$ cat src/rtl/bmmd_pkg.sv
`timescale 1ns / 1ps
`default_nettype none

package bmmd_pkg;

  // Result target codes.
  localparam logic [3:0] TGT_RAM    = 4'd0;
  localparam logic [3:0] TGT_BASIC  = 4'd1;
  localparam logic [3:0] TGT_KERNAL = 4'd2;
  localparam logic [3:0] TGT_CHAR   = 4'd3;
  localparam logic [3:0] TGT_VIDEO  = 4'd4;
  localparam logic [3:0] TGT_SOUND  = 4'd5;
  localparam logic [3:0] TGT_COLOUR = 4'd6;
  localparam logic [3:0] TGT_CIA1   = 4'd7;
  localparam logic [3:0] TGT_CIA2   = 4'd8;

  // Address map pieces.
  localparam logic [3:0]  IO_PAGE_HI    = 4'hD;  // D000-DFFF
  localparam logic [2:0]  BASIC_HI      = 3'b101; // A000-BFFF
  localparam logic [2:0]  KERNAL_HI     = 3'b111; // E000-FFFF
  localparam logic [1:0]  IO_VIDEO      = 2'd0;
  localparam logic [1:0]  IO_SOUND      = 2'd1;
  localparam logic [1:0]  IO_COLOUR     = 2'd2;
  localparam logic [1:0]  IO_CIA        = 2'd3;
  localparam logic [1:0]  CIA_SEL_1     = 2'd0;
  localparam logic [1:0]  CIA_SEL_2     = 2'd1;
  localparam logic [15:0] PORT_ADDR     = 16'h0001;
  localparam logic [7:0]  PORT_RESET    = 8'h37;

  localparam int MAIN_AW   = 16;
  localparam int COLOUR_AW = 10;

  localparam int CMD_DEPTH_DEF = 2;

  typedef enum logic [1:0] {
    MEM_NONE,
    MEM_MAIN,
    MEM_COLOUR
  } mem_sel_t;

  typedef struct packed {
    logic [3:0]  target;
    logic [15:0] offset;
    logic        is_write;
    logic [7:0]  write_data;
    mem_sel_t    mem_sel;
    logic        drive_bus;
  } cmd_t;

  typedef struct packed {
    logic empty;
    logic full;
  } fifo_stat_t;

endpackage

`default_nettype wire

$ cat src/rtl/bmmd_front.sv
`timescale 1ns / 1ps
`default_nettype none

module bmmd_front (
  input  wire logic          clk,
  input  wire logic          rst_n,
  input  wire logic          push,
  output logic               full,
  input  wire logic [15:0]   address,
  input  wire logic          req_type,
  input  wire logic [7:0]    write_data,
  input  wire bmmd_pkg::fifo_stat_t cmd_stat,
  input  wire logic          clearing,
  output logic               cmd_push,
  output bmmd_pkg::cmd_t     cmd
);
  import bmmd_pkg::*;

  logic [2:0] port_r;
  logic       rd;
  logic       basic_on;
  logic       kernal_on;
  logic       io_on;
  logic       char_on;

  assign rd        = req_type;
  assign basic_on  = (port_r == 3'd3) || (port_r == 3'd7);
  assign kernal_on = (port_r == 3'd2) || (port_r == 3'd3) || (port_r == 3'd6) ||
                     (port_r == 3'd7);
  assign io_on     = (port_r == 3'd5) || (port_r == 3'd6) || (port_r == 3'd7);
  assign char_on   = (port_r == 3'd1) || (port_r == 3'd2) || (port_r == 3'd3);

  assign full     = cmd_stat.full || clearing;
  assign cmd_push = push && !full;

  always_comb begin
    cmd.target     = TGT_RAM;
    cmd.offset     = address;
    cmd.is_write   = !rd;
    cmd.write_data = write_data;
    cmd.mem_sel    = MEM_MAIN;
    cmd.drive_bus  = rd;
    if (address[15:12] != IO_PAGE_HI) begin
      if (rd && (address[15:13] == BASIC_HI) && basic_on) begin
        cmd.target  = TGT_BASIC;
        cmd.offset  = {3'b000, address[12:0]};
        cmd.mem_sel = MEM_NONE;
      end else if (rd && (address[15:13] == KERNAL_HI) && kernal_on) begin
        cmd.target  = TGT_KERNAL;
        cmd.offset  = {3'b000, address[12:0]};
        cmd.mem_sel = MEM_NONE;
      end
    end else if (io_on) begin
      unique case (address[11:10])
        IO_VIDEO: begin
          cmd.target  = TGT_VIDEO;
          cmd.offset  = {10'd0, address[5:0]};
          cmd.mem_sel = MEM_NONE;
        end
        IO_SOUND: begin
          // Sound reads leave the data bus undriven.
          cmd.target    = TGT_SOUND;
          cmd.offset    = {11'd0, address[4:0]};
          cmd.mem_sel   = MEM_NONE;
          cmd.drive_bus = 1'b0;
        end
        IO_COLOUR: begin
          cmd.target  = TGT_COLOUR;
          cmd.offset  = {6'd0, address[9:0]};
          cmd.mem_sel = MEM_COLOUR;
        end
        IO_CIA: begin
          if (address[9:8] == CIA_SEL_1) begin
            cmd.target  = TGT_CIA1;
            cmd.offset  = {12'd0, address[3:0]};
            cmd.mem_sel = MEM_NONE;
          end else if (address[9:8] == CIA_SEL_2) begin
            cmd.target  = TGT_CIA2;
            cmd.offset  = {12'd0, address[3:0]};
            cmd.mem_sel = MEM_NONE;
          end
        end
        default: begin
          cmd.mem_sel = MEM_MAIN;
        end
      endcase
    end else if (char_on && rd) begin
      cmd.target  = TGT_CHAR;
      cmd.offset  = {4'd0, address[11:0]};
      cmd.mem_sel = MEM_NONE;
    end
  end

  // The banking port is shadowed here so that each beat is decoded with the
  // port value left by all earlier beats, without waiting on the RAM.
  always_ff @(posedge clk) begin
    if (!rst_n) begin
      port_r <= PORT_RESET[2:0];
    end else if (cmd_push && !rd && (address == PORT_ADDR)) begin
      port_r <= write_data[2:0];
    end
  end

endmodule

`default_nettype wire

$ cat config.mk
export PLATFORM = sky130hd
export DESIGN_NAME = bmmd_front
export DESIGN_NICKNAME = d
export VERILOG_FILES = /design/src/rtl/bmmd_pkg.sv /design/src/rtl/bmmd_front.sv
export SDC_FILE = /design/constraint.sdc
export NUM_CORES = 1
export LEC_CHECK = 0
export BUFFER_PORTS_ARGS = -buffer_cell sky130_fd_sc_hd__buf_2
export CAP_MARGIN = 20
export CORE_MARGIN = 2
export CORE_UTILIZATION = 33
export CTS_CLUSTER_SIZE = 16
export DETAILED_ROUTE_END_ITERATION = 6
export GPL_TIMING_DRIVEN = 0
export PLACE_DENSITY = 0.8
export SYNTH_ARGS = -nofsm -noshare
export SYNTH_HDL_FRONTEND = slang
export SYNTH_SLANG_ARGS = --single-unit
$ cat constraint.sdc
create_clock -name clk -period 2.6 [get_ports clk]
set_input_delay 0.78 -clock clk [delete_from_list [all_inputs] [get_ports clk]]
set_output_delay 0.78 -clock clk [all_outputs]
set_load 0.05 [all_outputs]
== Word-level counts from Yosys, hierarchy flattened ==
Index checks and enable logic that the tools add are counted.

* Equality and inequality tests: 14
* Multiplexer cells: 19
* Reductions and logical operators: 22

{| class="wikitable"
|+ Operators by type and width
! operator !! count
|-
| $mux W20 || 4
|-
| $pmux W20 S4 || 1
|-
| $mux W18 || 3
|-
| $eq A16 B1 Y1 const B || 1
|-
| $eq A3 B3 Y1 const B || 5
|-
| $logic_or A1 B1 Y1 || 9
|-
| $logic_and A1 B1 Y1 || 8
|-
| $mux W1 || 8
|-
| $eq A3 B2 Y1 const B || 2
|-
| $pmux W2 S3 || 1
|-
| $eq A2 B1 Y1 const B || 2
|-
| $eq A2 B2 Y1 const B || 2
|-
| $logic_not A2 Y1 || 2
|-
| $mux W2 || 2
|-
| $ne A4 B4 Y1 const B || 1
|-
| $eq A3 B1 Y1 const B || 1
|-
| $logic_not A1 Y1 || 2
|-
| $reduce_or A2 Y1 || 1
|}

* Flip-flop bits (word level): 3
* Logic and storage cells: 56

== Longest topological paths before layout ==
* Word-level depth: 8
* Depth in mapped cells: 5
* Mapped depth without buffers: 4

== Worst setup path after synthesis ==
No wires, ideal clock.

* Path kind: input port to output port
* Start point: input address[12]
* End point: output cmd[17] (netlist name)
* Data arrival time: 2.342 ns
* Required time: 1.820 ns
* Path slack: -0.522 ns
* Stages on the path: 4
* Path through: and4b_1 nand2_1 a21oi_1 a21boi_0

{| class="wikitable"
|+ RTL lines
! what !! RTL line !! source
|-
| start, declared || bmmd_front.sv:9 || <nowiki>input wire logic [15:0] address,</nowiki>
|-
| end, declared || bmmd_front.sv:15 || <nowiki>output bmmd_pkg::cmd_t cmd</nowiki>
|}

==> metrics.sh <==
STATUS='finished, final reports clean'
MIN_PERIOD_NS=2.58
STARTING_UTILIZATION_OF_THE_CORE_AREA_PCT=36.3
CP_SLOWEST_CELL='sky130_fd_sc_hd__and4b_2'
FINAL_CELL_AREA_SQ_MM=0.00116
FP-ROW-COUNT=14
POST_DRT_VIA_CELL_RATIO=5.07
CRIT_CHAIN='buf_8 > and4b_2 > nand2_4 > nor3_4 > and2_4 > buf_8'
CRITICAL_PATH_BUF_INV_COUNT=2
DETAILEDROUTE.FIRSTITERATIONVIOLATIONS=13
NETLIST_AREA_SQ_UM=559
UNREPAIRED_SETUP_ENDPOINTS_AFTER_GLOBAL_ROUTING='yes'
MAXSLEWVIOLCOUNT=0
MAX_STAGE_DELAY_ON_CRIT_PATH_NS=0.32
BUFFER_PORTS.INSERTED=58
CTS_MAX_LEVEL=1
DIE_H_MICRONS=45.2
LARGEST_FANOUT_ON_THE_CRITICAL_PATH=7
CRITPATHMOSTFREQUENTCELL='sky130_fd_sc_hd__buf_8'
TOTAL_LEAKAGE_POWER_nW=0.561
FILLER_CELL_COUNT_IN_THE_FINAL_LAYOUT=117
LARGEST_REG_FLOPS=3
DETAILROUTE.VIA_COUNT=822
DETAILEDPLACEMENTHPWL_MICRONS=1470
POST_DP_CELL_AREA_SQ_UM=958
FINAL_LAYOUT_SIZE_SUFFIX_GT1_SHARE_PCT=75.3
MAX_SLEW.WORST_PIN.SLEW_NS=0.356
GRT_MAX_DEGREE=12
POST-ROUTE-PERIOD-UTIL_PCT=99.4
ASYNC_RESET_FF_SHARE_PCT=0
SYNTH_AREA_PER_CELL_SQ_UM=6.99
LAST_WEIGHTED_CONGESTION_VALUE_OF_THE_ROUTABILITY_DRIVEN_PLACER=0.813
ANTENNA_LEFT=0
WL_PER_CELL_MICRONS=12.9
ROUTED_WL_MICRONS=2080
SYNTH.TOP_CELL.AREA_SHARE_PCT=16.8
YS_SEQ_AREA_SHARE_PCT=10.7
SYNTH.AREA.TOP_CELLS='sky130_fd_sc_hd__nor2b_1, sky130_fd_sc_hd__buf_4, sky130_fd_sc_hd__dfxtp_1'
TIMING.HOLD.WORST.CLASS='reg -> reg'
MAX_VDD_DROP_mV=0.147
WORST_PATH_CLASS_SETUP='in -> out'
FIN_WS_NS=0.0168
PLACEMENT.SETUP.WORST_SLACK_NS=-0.302
LAYOUT_TOP_REGISTERS='port_r (3)'
MAX_SLEW_MARGIN_PCT=76.1
AREA.SEQUENTIAL_SQ_UM=60.1
CLOCK_TREE_FROM_TRITONCTS='yes'
DRT_DRC_VIOLATIONS_LEFT=0
ANTENNA_CELLS_INSERTED=0
DIE_AREA_SQ_MM=0.00204
CTS.REPORTEDPATHS.CLKPINSLEW_NS=0.04
CP_TOP_FAMILY='simple AND/OR/NAND/NOR gates'
LAYOUT-AREA-OVERHEAD-VS-SYNTH_PCT=107
CLOCK_INSERTION_DELAY_WORST_SKEW_NS=0.23
DETAIL_ROUTE.FIRST_PASS.ITERATIONS=4
GRT_PASS1_WL_MICRONS=3100
GLOBAL_ROUTE.USAGE.TOTAL_PCT=20.3
ARRIVAL_TIME_REPORTED_FOR_THE_CRITICAL_PATH_ENDPOINT_NS=1.80
FLOORPLAN.DIE.WIDTH_MICRONS=45.2
POST_SYNTH_MOST_FREQUENT_CELLS='sky130_fd_sc_hd__nor2b_1, sky130_fd_sc_hd__buf_4, sky130_fd_sc_hd__a21oi_1, sky130_fd_sc_hd__nand2_1'
GR-TOTAL-OVERFLOW=0
GRT_PASS1_VIAS=770
REGISTERS.TOP_BY_FF_COUNT='port_r'
MULTI_INPUT_COMB_AREA_SQ_UM=537
GRT_ANTENNA_BEFORE_REPAIR=0
NNETSFINAL=178
SYNTH.MOST_COMMON_CELL='sky130_fd_sc_hd__nor2b_1'
CRIT_PATH_END_KIND='primary output'
CTS_ROOT_BUFFER='sky130_fd_sc_hd__clkbuf_4'
WORST_SETUP_PATH_START_KIND='input port'
NUMBER_OF_DISTINCT_LIBRARY_CELLS_AFTER_SYNTHESIS=30
TIMING.SETUP.TNS_NS=0
SYN_NETS=111
SYNTHFLOPTYPE='sky130_fd_sc_hd__dfxtp_1'
FINALHOLDVIOLATIONS=0
CRITICAL_PATH_REQUIRED_NS=1.82
TIMING.CLOCK.SKEW_NS=0
FMAX_GHz=0.387
REPORT.FINAL.SETUP_VIOL=0
CLOCK_TREE.BUFFER_DEPTH=2
TRITONCTS_NUM_SINKS=3
SYNTH_ENABLE_FLOP_CELLS=0
SYNTH_CELLS=80
CTS_INSERTED_BUFFERS=3
YOSYS_REGISTER_BITS=3
NETLIST.TOP_CELL.BY_AREA='sky130_fd_sc_hd__nor2b_1'
P_PER_AREA_mW_PER_MM2=312
FINAL.HOLD.WORST_SLACK_NS=0.564
DRV.MAX_CAP_VIOLATION_COUNT=0
COREAREA_SQ_MM=0.00154
PIN_COUNT=65
YOSYS_WARNINGS=0
END_OF_FLOW_CORE_UTILIZATION_PCT=75.1
==> worst min-delay path: stages (launching register included) <==
cell and delay [ns]:
sky130_fd_sc_hd__dfxtp_1 0.34, sky130_fd_sc_hd__nor2b_1 0.11, sky130_fd_sc_hd__mux2i_1 0.06
==> final cells by class <==
cell class                 count  share of cell area (%)
buffer                        13                    8.43
clock buffer                   4                    2.27
inverter                       3                    1.30
multi-input combinational     60                    46.4
sequential                     3                    5.19
tap                           16                    1.73
timing repair buffer          63                    34.7
==> per-stage QoR <==
| step | cells | total power [mW] |
|---|---|---|
| floorplan | 80 | 0.201 |
| global placement | 154 | 0.252 |
| detailed placement | 154 | 0.254 |
| CTS | 161 | 0.350 |
| global route | 162 | 0.381 |
| finish | 162 | 0.362 |
==> what timing repair did <==
item,CTS,global route
pin swaps,1,2
setup endpoints to repair,17,16
hold buffers,0,0
gates resized for setup,21,29
buffers inserted,4,1
hold endpoints to repair,0,0
==> report_power, final <==
part / switching [mW] / internal [mW]
sequential: 0.0000000697 / 0.0463
combinational: 0.151 / 0.0806
clock: 0.0259 / 0.0576
==> metal layers <==
metal	routed length [microns]	global-route usage, %	up-vias
met5	0	0	-
met4	19	7.06	0
met3	192	1.20	2
met2	1140	42.0	49
met1	731	20.7	369
li1	-	-	402
==> cells by family (layout without fill, tap and decap cells) <==
family / count (synthesis) / in the layout / share of synthesized area, %
AOI/OAI and AO/OA: 13 / 13 / 14.1
buffers and inverters: 17 / 83 / 19.5
muxes: 3 / 3 / 5.37
and+or+nand+nor: 44 / 44 / 50.3
DFF: 3 / 3 / 10.7
==> layout by cell type, fill, tap and decap left out, types with 2 or more instances in the layout <==
master                      n
sky130_fd_sc_hd__a31oi_1    2
sky130_fd_sc_hd__dfxtp_1    3
sky130_fd_sc_hd__buf_6      5
sky130_fd_sc_hd__nand3_1    2
sky130_fd_sc_hd__mux2i_1    3
sky130_fd_sc_hd__nor2_1     2
sky130_fd_sc_hd__buf_4     24
sky130_fd_sc_hd__clkbuf_4   6
sky130_fd_sc_hd__nor3_4     2
sky130_fd_sc_hd__nor4_1     2
sky130_fd_sc_hd__nor2b_2    6
sky130_fd_sc_hd__buf_2     42
sky130_fd_sc_hd__inv_1      2
sky130_fd_sc_hd__a21oi_2    3
sky130_fd_sc_hd__buf_8      2
sky130_fd_sc_hd__nand2_1    4
sky130_fd_sc_hd__nor2b_1    8
==> worst paths after layout <==
path | from | to | slack (ns) | cells past startpoint
max | address[13] | cmd[31] | 0.02 | 6
max reg2reg | port_r[1]$_SDFFE_PN1P_ | port_r[1]$_SDFFE_PN1P_ | 1.93 | 2
min reg2reg | port_r[0]$_SDFFE_PN1P_ | port_r[0]$_SDFFE_PN1P_ | 0.56 | 2
min | port_r[0]$_SDFFE_PN1P_ | port_r[0]$_SDFFE_PN1P_ | 0.56 | 2
Note: power is estimated with default switching activity, not from simulation.
