<file path="config.mk">
export PLATFORM = sky130hd
export DESIGN_NAME = bmmd_fifo
export DESIGN_NICKNAME = d
export VERILOG_FILES = /design/src/rtl/bmmd_pkg.sv /design/src/rtl/bmmd_fifo.sv
export SDC_FILE = /design/constraint.sdc
export NUM_CORES = 1
export LEC_CHECK = 0
export BUFFER_PORTS_ARGS = -buffer_cell sky130_fd_sc_hd__buf_2
export CORE_ASPECT_RATIO = 1.25
export CORE_MARGIN = 5
export CORE_UTILIZATION = 55
export DETAILED_ROUTE_END_ITERATION = 16
export PLACE_DENSITY = 0.83
export SYNTH_ARGS = -nofsm -noshare
export SYNTH_HDL_FRONTEND = slang
export SYNTH_SLANG_ARGS = --single-unit
</file>
<file path="constraint.sdc">
create_clock -name clk -period 6.52 [get_ports clk]
set_input_delay 0.326 -clock clk [delete_from_list [all_inputs] [get_ports clk]]
set_output_delay 0.326 -clock clk [all_outputs]
set_load 0.02 [all_outputs]
</file>
<file path="src/rtl/bmmd_pkg.sv">
`timescale 1ns / 1ps
`default_nettype none

package bmmd_pkg;

  // Result target codes.
  localparam logic [3:0] TGT_RAM    = 4'd0;
  localparam logic [3:0] TGT_BASIC  = 4'd1;
  localparam logic [3:0] TGT_KERNAL = 4'd2;
  localparam logic [3:0] TGT_CHAR   = 4'd3;
  localparam logic [3:0] TGT_VIDEO  = 4'd4;
  localparam logic [3:0] TGT_SOUND  = 4'd5;
  localparam logic [3:0] TGT_COLOUR = 4'd6;
  localparam logic [3:0] TGT_CIA1   = 4'd7;
  localparam logic [3:0] TGT_CIA2   = 4'd8;

  // Address map pieces.
  localparam logic [3:0]  IO_PAGE_HI    = 4'hD;  // D000-DFFF
  localparam logic [2:0]  BASIC_HI      = 3'b101; // A000-BFFF
  localparam logic [2:0]  KERNAL_HI     = 3'b111; // E000-FFFF
  localparam logic [1:0]  IO_VIDEO      = 2'd0;
  localparam logic [1:0]  IO_SOUND      = 2'd1;
  localparam logic [1:0]  IO_COLOUR     = 2'd2;
  localparam logic [1:0]  IO_CIA        = 2'd3;
  localparam logic [1:0]  CIA_SEL_1     = 2'd0;
  localparam logic [1:0]  CIA_SEL_2     = 2'd1;
  localparam logic [15:0] PORT_ADDR     = 16'h0001;
  localparam logic [7:0]  PORT_RESET    = 8'h37;

  localparam int MAIN_AW   = 16;
  localparam int COLOUR_AW = 10;

  localparam int CMD_DEPTH_DEF = 2;

  typedef enum logic [1:0] {
    MEM_NONE,
    MEM_MAIN,
    MEM_COLOUR
  } mem_sel_t;

  typedef struct packed {
    logic [3:0]  target;
    logic [15:0] offset;
    logic        is_write;
    logic [7:0]  write_data;
    mem_sel_t    mem_sel;
    logic        drive_bus;
  } cmd_t;

  typedef struct packed {
    logic empty;
    logic full;
  } fifo_stat_t;

endpackage

`default_nettype wire

</file>
<file path="src/rtl/bmmd_fifo.sv">
`timescale 1ns / 1ps
`default_nettype none

module bmmd_fifo #(
  parameter int DEPTH = bmmd_pkg::CMD_DEPTH_DEF
) (
  input  wire logic           clk,
  input  wire logic           rst_n,
  input  wire logic           push,
  input  wire bmmd_pkg::cmd_t din,
  input  wire logic           pop,
  output bmmd_pkg::cmd_t      dout,
  output bmmd_pkg::fifo_stat_t stat
);
  import bmmd_pkg::*;

  localparam int PW = (DEPTH > 1) ? $clog2(DEPTH) : 1;
  localparam int CW = $clog2(DEPTH + 1);
  localparam logic [PW-1:0] LAST = PW'(DEPTH - 1);
  localparam logic [CW-1:0] FULL_CNT = CW'(DEPTH);

  cmd_t          mem_r [DEPTH];
  logic [PW-1:0] wr_ptr_r;
  logic [PW-1:0] rd_ptr_r;
  logic [CW-1:0] count_r;
  logic          do_push;
  logic          do_pop;

  assign stat.empty = (count_r == '0);
  assign stat.full  = (count_r == FULL_CNT);
  assign do_push    = push && !stat.full;
  assign do_pop     = pop && !stat.empty;
  assign dout       = mem_r[rd_ptr_r];

  always_ff @(posedge clk) begin
    if (do_push) begin
      mem_r[wr_ptr_r] <= din;
    end
  end

  always_ff @(posedge clk) begin
    if (!rst_n) begin
      wr_ptr_r <= '0;
      rd_ptr_r <= '0;
      count_r  <= '0;
    end else begin
      if (do_push) begin
        wr_ptr_r <= (wr_ptr_r == LAST) ? '0 : wr_ptr_r + 1'b1;
      end
      if (do_pop) begin
        rd_ptr_r <= (rd_ptr_r == LAST) ? '0 : rd_ptr_r + 1'b1;
      end
      if (do_push && !do_pop) begin
        count_r <= count_r + 1'b1;
      end else if (do_pop && !do_push) begin
        count_r <= count_r - 1'b1;
      end
    end
  end

endmodule

`default_nettype wire

</file>
; Yosys cells after proc, flatten, opt, wreduce, memory -nomap -nowiden
; Memory sizes are Yosys's and may differ from the RTL's. A register that Yosys moved wholly into a read port is not among the register bits.
; Cells that the tools add are included.
; W data, S select, Z words.
[classes]
add_sub_neg = 4
eq_ne = 1
muxes = 8
reduce_logical = 10
[op_table]
columns = op, n
row1 = $mux W1, 6
row2 = $logic_and A1 B1 Y1, 4
row3 = $logic_not A1 Y1, 4
row4 = $mux W2, 2
row5 = $add A1 B1 Y1 const B, 2
row6 = $add A2 B1 Y2 const B, 1
row7 = $eq A2 B2 Y1 const B, 1
row8 = $logic_not A2 Y1, 1
row9 = $reduce_bool A2 Y1, 1
row10 = $sub A2 B1 Y2 const B, 1
[word_totals]
reg_bits = 4
ramBits = 64
word_cells = 27
mem_count = 1
[memory_table]
columns = name, words, word_bits, rd, rd_clocked_by_memory_dff, wr, line_no
row1 = mem_r, 2, 32, 1, 1, 1, bmmd_fifo.sv:22  ; cmd_t mem_r [DEPTH];

; Logic depth before layout (Yosys ltp)
; Gate-level depths: netlist of run 1.
[logic_depth]
ltp_word = 7
depth_mapped = 7
ltp_nobuf = 7

; Least setup slack after synthesis of run 1
; No wires, ideal clock.
[synth_timing]
path_kind = register to register
start = reg count_r[0]
end = mem mem_r[0][0] (netlist bit), enable pin
setup_ps = 417
t_arrival_ps = 1919
path_slack_ps = 4183
stages_incl_launch_ff = 4
n_path_buf = 0
period_less_slack_ps = 2337
path_cell_list = dfxtp_1 > nand2b_1 > inv_2 > nor3_2
[synth_rtl]
columns = element, line_no
row1 = "start, declared", bmmd_fifo.sv:25  ; logic [CW-1:0] count_r;
row2 = "start signal, assigned", bmmd_fifo.sv:54  ; count_r <= count_r + 1'b1;
row3 = "start signal, assigned", bmmd_fifo.sv:56  ; count_r <= count_r - 1'b1;
row4 = "end, declared", bmmd_fifo.sv:22

==> flow_summary_export.csv, run 1 <==
group,metric,value,unit
cts,cts-root-buf,"clkbuf_8",
placed_design,dp_hpwl,3220,µm
power_and_ir_drop,p_leak,1.18,nW
timing,fmax,483,MHz
worst_setup_path,cp_data_required_time,6190,ps
cts,htree_levels,3,
grt,grt.overflow.total,0,
die,die_area,0.00608,mm²
final_layout,syn_to_final_growth,23.0,%
final_layout,drive_gt1_share,54.8,%
grt,grtUsageTotal,15.8,%
grt,grt_max_degree,33,
cts,cts_num_sinks,69,
power_and_ir_drop,power_switching_share,31.4,%
timing,rsz0062_at_grt,"false",
routing,num_vias,1342,
yosys,synth_nets,162,
routing,vias_per_cell,5.05,
power_and_ir_drop,share_comb_of_total_power,30.0,%
worst_setup_path,cp-end-kind,"output port",
routing,drtIter0Drc,80,
final_layout,post-route-util,70.5,%
power_and_ir_drop,intPower,0.839,mW
die,fp.dieH,85.9,µm
cts,cts_buffers,9,
power_and_ir_drop,powerDensity,392,mW/mm²
timing,setup_viol,0,
worst_setup_path,cp.arrival,1740,ps
timing,drv_slew,0,
power_and_ir_drop,p_switching,0.384,mW
final_layout,diodes,0,
min_path,hp-class,"primary input to flop",
cts,hold_buffers,0,
cts,clk_latency,320,ps
yosys,postSynthCellCount,125,
final_layout,layout.nets,241,
worst_setup_path,cp_max_fo,26,
placed_design,gp_congestion,0.710,
routing,routedWlPerCell,17.1,µm
cts,cts_tree,"yes",
timing,clock_skew,4.62,ps
die,initial_core_util,57.3,%
run,maxCapViolCount,0,
die,core,0.00443,mm²
routing,totalWireLength,4560,µm
cts,cts_setup_buffers,0,
timing,fin_crit,2070,ps
timing,max_slew_margin,71.0,%
die,placementRows,27,
yosys,syn_area_per_cell,20.3,µm²
yosys,ys_ff_latch,69,
power_and_ir_drop,vdd_drop_max,0.000271,V
cts,cts_buffer_depth,2,
timing,tightest_slew,435,ps
yosys,synth_warnings,0,
cts,ctsResizeCount,0,
routing,ant_nets,0,
timing,final-hold-violation-count,0,
grt,antenna_found_initial,0,
worst_setup_path,critPathKind,"flop to output port",
timing,fin_crit_sh,31.7,%
die,die_w,70.7,µm
routing,first_pass_iters,4,
yosys,ys_types,21,
power_and_ir_drop,p_seq_share,47.6,%
power_and_ir_drop,clkPwrFrac,22.4,%
worst_setup_path,crit_path_start_kind,"flop",
cts,clkTransAtPathRegs,70,ps
grt,first_global_vias,1534,
yosys,ys_seq_area_share,79.7,%
timing,fin_tns_setup,0,ps
routing,drc_errors,0,
grt,grt_pass1_wl,6990,µm
placed_design,port_buffers,69,
yosys,syn_area,0.00254,mm²
die,io_pins,70,
status,outcome,"complete, no violations",
metal layers:
metal / vias to the layer above / share of wire (%) / track usage [%]
met4: 0 / 1.8 / 9.57
met2: 49 / 56 / 28.4
met3: 6 / 7.7 / 6.21
met5: - / 0 / 0
li1: 636 / - / -
met1: 651 / 34 / 14.6
power groups by stage:
stage	Clock, mW	Sequential, mW	Combinational (mW)
finish	0.274	0.583	0.366
detailed placement	0	0.594	0.370
CTS	0.282	0.584	0.372
global route	0.303	0.588	0.392
global placement	0	0.588	0.361
floorplan	0	0.582	0.261
worst max-delay path, stage by stage (launching register included):
cell     delay [ps]
dfxtp_1         470
buf_4           380
mux2_2          400
buf_2           160
cells in the final DEF, fill, tap and decap left out, drive strengths merged:
cell type,count
a21boi,2
nor3,1
nand2b,1
buf,72
clkbuf,10
or3,1
o21a,1
dfxtp,5
clkinv,3
clkinvlp,2
xor2,1
mux2,32
xnor2,2
inv,2
and3,1
nor2,2
edfxtp,64
ha,1
and2,3
o21ai,2
kinds of logic (layout without fill, tap and decap cells):
kind of cell / after synthesis / count (layout) / synth area share (%)
AO/OA/AOI/OAI: 5 / 5 / 1.28
XOR/XNOR: 3 / 3 / 1.04
adder cells (fa/ha/maj): 1 / 1 / 0.493
buffers and inverters: 6 / 89 / 1.09
flip-flops: 69 / 69 / 79.7
multiplexers: 32 / 32 / 14.2
AND/OR/NAND/NOR: 9 / 9 / 2.17
per-stage QoR:
stage / area, µm² / power, mW / worst slack [ps] / instances / hold slack [ps]
detailed placement: 2960 / 0.964 / 4770 / 251 / 517
floorplan: 2540 / 0.843 / 4180 / 125 / 425
global placement: 2960 / 0.948 / 4810 / 251 / 497
CTS: 3120 / 1.24 / 4410 / 266 / 168
finish: 3120 / 1.22 / 4450 / 266 / 186
global route: 3120 / 1.28 / 4350 / 266 / 161
Yosys cell counts (all sizes together):
library cell,instances,area (µm²)
edfxtp,64,1920
mux2,32,360
dfxtp,5,100
buf,4,20.0
and2,3,18.8
a21boi,2,15.0
inv,2,7.50
nor2,2,7.51
o21ai,2,10.0
xnor2,2,17.5
and3,1,6.26
ha,1,12.5
nand2b,1,6.26
nor3,1,10.0
o21a,1,7.51
or3,1,6.26
xor2,1,8.76
path summary, 6_finish.rpt:
| kind | from | slack (ps) | to | cells after the start |
|---|---|---|---|---|
| setup reg to reg | count_r[0] | 4860 | count_r[1] | 6 |
| hold reg to reg | count_r[1] | 550 | count_r[1] | 2 |
| setup / recovery | flop | 4450 | dout[9] | 3 |
| hold / removal | din[13] | 190 | mem_r[1][13] | 1 |
sequential cells by signal (all words and copies together), names as in the netlist, named ones only:
signal and cells:
rd_ptr_r 1, wr_ptr_r 1, mem_r 64, count_r 2
layout make-up:
type,instances,area (µm²)
sequential,69,2020
clock buffer,10,128
multi-input combinational,50,493
timing repair buffer,72,368
inverter,2,7.51
clock inverter,5,28.8
tap,58,72.6
fill,319,1310
Power figures use the tool's default switching activity.
==> inputs of run 2 (changes only) <==
--- a/config.mk
+++ b/config.mk
@@ -8,9 +8,9 @@
 export BUFFER_PORTS_ARGS = -buffer_cell sky130_fd_sc_hd__buf_2
 export CORE_ASPECT_RATIO = 1.25
 export CORE_MARGIN = 5
-export CORE_UTILIZATION = 55
+export CORE_UTILIZATION = 46
 export DETAILED_ROUTE_END_ITERATION = 16
-export PLACE_DENSITY = 0.83
+export PLACE_DENSITY = 0.74
 export SYNTH_ARGS = -nofsm -noshare
 export SYNTH_HDL_FRONTEND = slang
 export SYNTH_SLANG_ARGS = --single-unit
==> constraint.sdc (replaced) <==
create_clock -name clk -period 1.9 [get_ports clk]
set_input_delay 0.095 -clock clk [delete_from_list [all_inputs] [get_ports clk]]
set_output_delay 0.095 -clock clk [all_outputs]
set_load 0.02 [all_outputs]
==> flow_summary_export.csv, run 2 (synthesis results as in run 1) <==
group,metric,value,unit
timing,clock_skew,5.39,ps
worst_setup_path,crit_path_start_kind,"flop",
run,maxCapViolCount,0,
placed_design,port_buffers,69,
worst_setup_path,r2r_start,"count_r[0]",
cts,cts_num_sinks,69,
routing,ant_nets,0,
timing,fin_tns_setup,0,ps
worst_setup_path,reg2regPathDepth,6,
cts,cts_buffer_depth,2,
placed_design,dp_hpwl,2980,µm
min_path,hp-start,"rst_n",
routing,routedWlPerCell,15.3,µm
placed_design,gp_congestion,0.709,
power_and_ir_drop,vdd_drop_max,0.000736,V
routing,drtIter0Drc,85,
routing,first_pass_iters,4,
worst_setup_path,r2r-end,"count_r[1]",
timing,max_slew_margin,83.9,%
cts,htree_levels,3,
cts,clkTransAtPathRegs,70,ps
worst_setup_path,crit_chain,"nand2b_1, inv_2, nor2_1, ha_1, or3_1, a21boi_1",
worst_setup_path,critPathKind,"flop to flop",
routing,vias_per_cell,4.72,
timing,fin_crit,1580,ps
worst_setup_path,cp_max_fo,5,
cts,ctsResizeCount,0,
die,placementRows,30,
final_layout,post-route-util,66.1,%
min_path,holdPathStages,2,
cts,cts-root-buf,"clkbuf_8",
final_layout,diodes,0,
die,fp.dieH,93.0,µm
cts,cts_tree,"yes",
cts,clk_latency,330,ps
min_path,hold-path-endpoint,"wr_ptr_r",
cts,cts_buffers,9,
worst_setup_path,cp_data_required_time,2170,ps
worst_setup_path,crit_buf_inv,1,
cts,cts_setup_buffers,0,
worst_setup_path,cp-end-kind,"flop",
routing,num_vias,1453,
die,core,0.00541,mm²
routing,totalWireLength,4730,µm
routing,drc_errors,0,
timing,fin_crit_sh,83.1,%
timing,drv_slew,0,
power_and_ir_drop,powerDensity,1350,mW/mm²
grt,grt_pass1_wl,7670,µm
min_path,hp-class,"primary input to flop",
worst_setup_path,critPathMaxStageDelay,360,ps
final_layout,largest_reg_flops,64,
power_and_ir_drop,p_leak,1.39,nW
worst_setup_path,reg2reg_slack,320,ps
worst_setup_path,worst_path_max_delay_cell,"dfxtp_1",
status,outcome,"complete, no violations",
final_layout,layout.nets,276,
final_layout,largestRegisters,"mem_r: 64 flops, count_r: 2 flops",
grt,grt.overflow.total,0,
cts,hold_buffers,32,
timing,tightest_slew,242,ps
grt,first_global_vias,1628,
die,die_area,0.00711,mm²
final_layout,drive_gt1_share,48.8,%
worst_setup_path,path_delay_family,"simple AND/OR/NAND/NOR gates",
final_layout,mostFrequentLayoutCells,"69 x buf_2, 64 x edfxtp_1, 32 x dlygate4sd3_1, 27 x mux2_2, 9 x clkbuf_8",
grt,grtUsageTotal,14.2,%
die,die_w,76.4,µm
final_layout,syn_to_final_growth,40.9,%
die,initial_core_util,46.9,%
die,io_pins,70,
grt,grt_max_degree,18,
timing,fmax,633,MHz
worst_setup_path,cp.arrival,1850,ps
timing,rsz0062_at_grt,"false",
timing,setup_viol,0,
timing,final-hold-violation-count,0,
grt,antenna_found_initial,0,
final_layout,layout_commonest_cell,"buf_2",
final_layout,top_register,"mem_r",
-- run 2: cell types whose count changed in the layout (fill, tap and decap cells not counted), sizes merged --
cell	delta
buf	+3
bufinv	+4
clkbuf	-1
clkinvlp	-2
dlygate4sd3	+32
-- run 2: worst max-delay path by stage --
| stage | startpoint | end | slack (ps) | cells after the start |
|---|---|---|---|---|
| 2_1_floorplan | count_r[0] | mem_r[0][0] | 50 | 3 |
| 3_3_place_gp | count_r[0] | count_r[1] | 380 | 6 |
| 3_5_place_dp | count_r[0] | count_r[1] | 330 | 6 |
| 4_1_cts | count_r[0] | count_r[1] | 300 | 6 |
| 5_1_grt | count_r[0] | count_r[1] | 220 | 6 |
| 6_report | count_r[0] | count_r[1] | 320 | 6 |
-- run 2: per-stage QoR --
| step | instances | setup slack (ps) | cell area (µm²) | total power, mW | hold slack (ps) |
|---|---|---|---|---|---|
| after floorplan | 125 | 53.4 | 2540 | 2.90 | 194 |
| after global placement | 260 | 383 | 2990 | 3.30 | 284 |
| after detailed placement | 260 | 326 | 2990 | 3.32 | 286 |
| after CTS | 308 | 303 | 3570 | 4.89 | 11.7 |
| after global routing | 308 | 220 | 3570 | 5.05 | 27.2 |
| final | 308 | 321 | 3570 | 4.83 | 19.1 |
-- run 2: area by class of cell --
class / instances / area, µm²
fill: 399 / 1830
multi-input combinational: 50 / 493
sequential: 69 / 2020
clock buffer: 9 / 124
inverter: 2 / 7.51
clock inverter: 7 / 138
tap: 64 / 80.1
timing repair buffer: 107 / 711
-- run 2: metal layers --
layer  routed length (µm)  part of all wire, %  global-route usage (%)
met5                    0                    0                       0
met4                  102                  2.2                    7.87
met3                  185                  3.9                    3.76
met2                 2720                   57                    25.7
met1                 1720                   36                    14.9
-- run 2: power by group --
part / total, mW / internal, mW / switching [mW]
sequential: 1.98 / 1.91 / 0.0690
combinational: 1.34 / 0.571 / 0.764
clock: 1.51 / 0.999 / 0.513
total: 4.83 / 3.48 / 1.35
==> inputs of run 3 (changes only) <==
==> constraint.sdc (replaced) <==
create_clock -name clk -period 1.3 [get_ports clk]
set_input_delay 0.065 -clock clk [delete_from_list [all_inputs] [get_ports clk]]
set_output_delay 0.065 -clock clk [all_outputs]
set_load 0.02 [all_outputs]
==> flow_summary_export.csv, run 3 (synthesis results as in run 1) <==
group,metric,value,unit
status,outcome,"finished, violations left",
status,violations,"negative setup slack",
grt,grt_pass1_wl,8040,µm
final_layout,layout_commonest_cell,"edfxtp_1",
timing,drv_slew,0,
die,fp.dieH,93.0,µm
min_path,hp-class,"primary input to flop",
routing,totalWireLength,5490,µm
timing,tightest_slew,190,ps
power_and_ir_drop,intPower,4.93,mW
final_layout,n_fill_cell,351,
worst_setup_path,critPathKind,"flop to output port",
grt,grt_max_degree,21,
final_layout,layout.nets,292,
power_and_ir_drop,p_leak,1.49,nW
final_layout,drive_gt1_share,52.7,%
final_layout,syn_to_final_growth,51.8,%
timing,fin_hold_ws,175,ps
final_layout,fin_cells,324,
routing,ant_nets,0,
power_and_ir_drop,p_seq_share,41.8,%
grt,first_global_vias,1626,
routing,drtIter0Drc,96,
timing,clock_skew,7.49,ps
cts,cts_num_sinks,69,
power_and_ir_drop,vdd_drop_max,0.00153,V
cts,clk_latency,330,ps
routing,routedWlPerCell,16.9,µm
timing,fin_crit,1470,ps
power_and_ir_drop,power_switching_share,30.2,%
routing,drc_errors,0,
final_layout,mostFrequentLayoutCells,"64 x edfxtp_1, 60 x buf_2, 33 x dlygate4sd3_1, 24 x mux2_2, 11 x buf_6",
timing,final-hold-violation-count,0,
power_and_ir_drop,p_switching,2.13,mW
cts,cts_buffer_depth,2,
worst_setup_path,cp.arrival,1410,ps
die,io_pins,70,
final_layout,diodes,0,
grt,grtUsageTotal,15.0,%
placed_design,dp_hpwl,3220,µm
grt,antenna_found_initial,0,
power_and_ir_drop,total_power,7.06,mW
routing,num_vias,1526,
run,maxCapViolCount,0,
cts,cts_buffers,9,
die,placementRows,30,
final_layout,post-route-util,71.2,%
routing,first_pass_iters,4,
worst_setup_path,cp_data_required_time,1240,ps
cts,cts-root-buf,"clkbuf_8",
power_and_ir_drop,clkPwrFrac,19.6,%
worst_setup_path,cp-end-kind,"output port",
placed_design,dp_cells,265,
final_layout,top_register,"mem_r",
power_and_ir_drop,share_comb_of_total_power,38.6,%
cts,htree_levels,3,
die,core,0.00541,mm²
min_path,holdPathStages,3,
placed_design,gp_congestion,0.722,
worst_setup_path,cp_max_fo,16,
placed_design,place_area,0.00307,mm²
cts,clkTransAtPathRegs,60,ps
grt,grt.overflow.total,0,
worst_setup_path,crit_path_start_kind,"flop",
final_layout,final_area,0.00385,mm²
final_layout,largestRegisters,"mem_r: 64 flops, count_r: 2 flops",
timing,fmax,680,MHz
die,die_w,76.4,µm
timing,setup_viol,67,
timing,finalWorstSetupSlack,-171,ps
timing,rsz0062_at_grt,"true",
placed_design,port_buffers,69,
timing,fin_tns_setup,-8480,ps
placed_design,place_ws,-172,ps
worst_setup_path,reg2regPathDepth,6,
die,die_area,0.00711,mm²
power_and_ir_drop,powerDensity,1830,mW/mm²
final_layout,largest_reg_flops,64,
die,initial_core_util,46.9,%
cts,cts_tree,"yes",
timing,fin_crit_sh,113,%
routing,vias_per_cell,4.71,
timing,max_slew_margin,87.3,%
-- run 3: worst max-delay path: stages, from the launching register on --
cell and delay [ps]:
dfxtp_4 400, buf_12 160, mux2_2 350, buf_2 160
-- run 3: what timing repair did --
| action | CTS | global route |
|---|---|---|
| hold buffers | 33 | 0 |
| buffers inserted | 2 | 3 |
| pin swaps | 4 | 2 |
| hold endpoints to repair | 68 | 0 |
| setup endpoints to repair | 37 | 94 |
| gates resized for setup | 12 | 28 |
| cloned | 1 | 4 |
-- run 3: cell type report --
class                      count  area, µm²  area share (%)
sequential                    69       2030            52.7
timing repair buffer         123       1030            26.7
multi-input combinational     50        552            14.3
clock buffer                  16        150            3.90
tap                           64       80.1            2.08
inverter                       2       10.0           0.260
-- run 3: power groups by stage --
stage               Sequential [mW]  Clock, mW  Combinational (mW)
global route                   2.98       1.52                2.88
global placement               2.93          0                2.05
finish                         2.95       1.38                2.72
floorplan                      2.93          0                1.34
CTS                            2.94       1.43                2.35
detailed placement             2.95          0                2.07
-- run 3: path summary, 6_finish.rpt --
| check | slack, ps | to | startpoint |
|---|---|---|---|
| setup / recovery | -170 | dout[25] | flop |
| hold / removal | 180 | wr_ptr_r | push |
| setup reg to reg | -130 | mem_r[0][26] | count_r[0] |
| hold reg to reg | 540 | count_r[1] | count_r[1] |
-- run 3: metal layers --
| layer | vias to the layer above | global-route usage [%] | share of wire [%] |
|---|---|---|---|
| li1 | 743 | - | - |
| met1 | 739 | 16.1 | 37 |
| met2 | 37 | 26.9 | 58 |
| met3 | 7 | 3.56 | 3.5 |
| met4 | 0 | 8.31 | 1.5 |
| met5 | - | 0 | 0 |
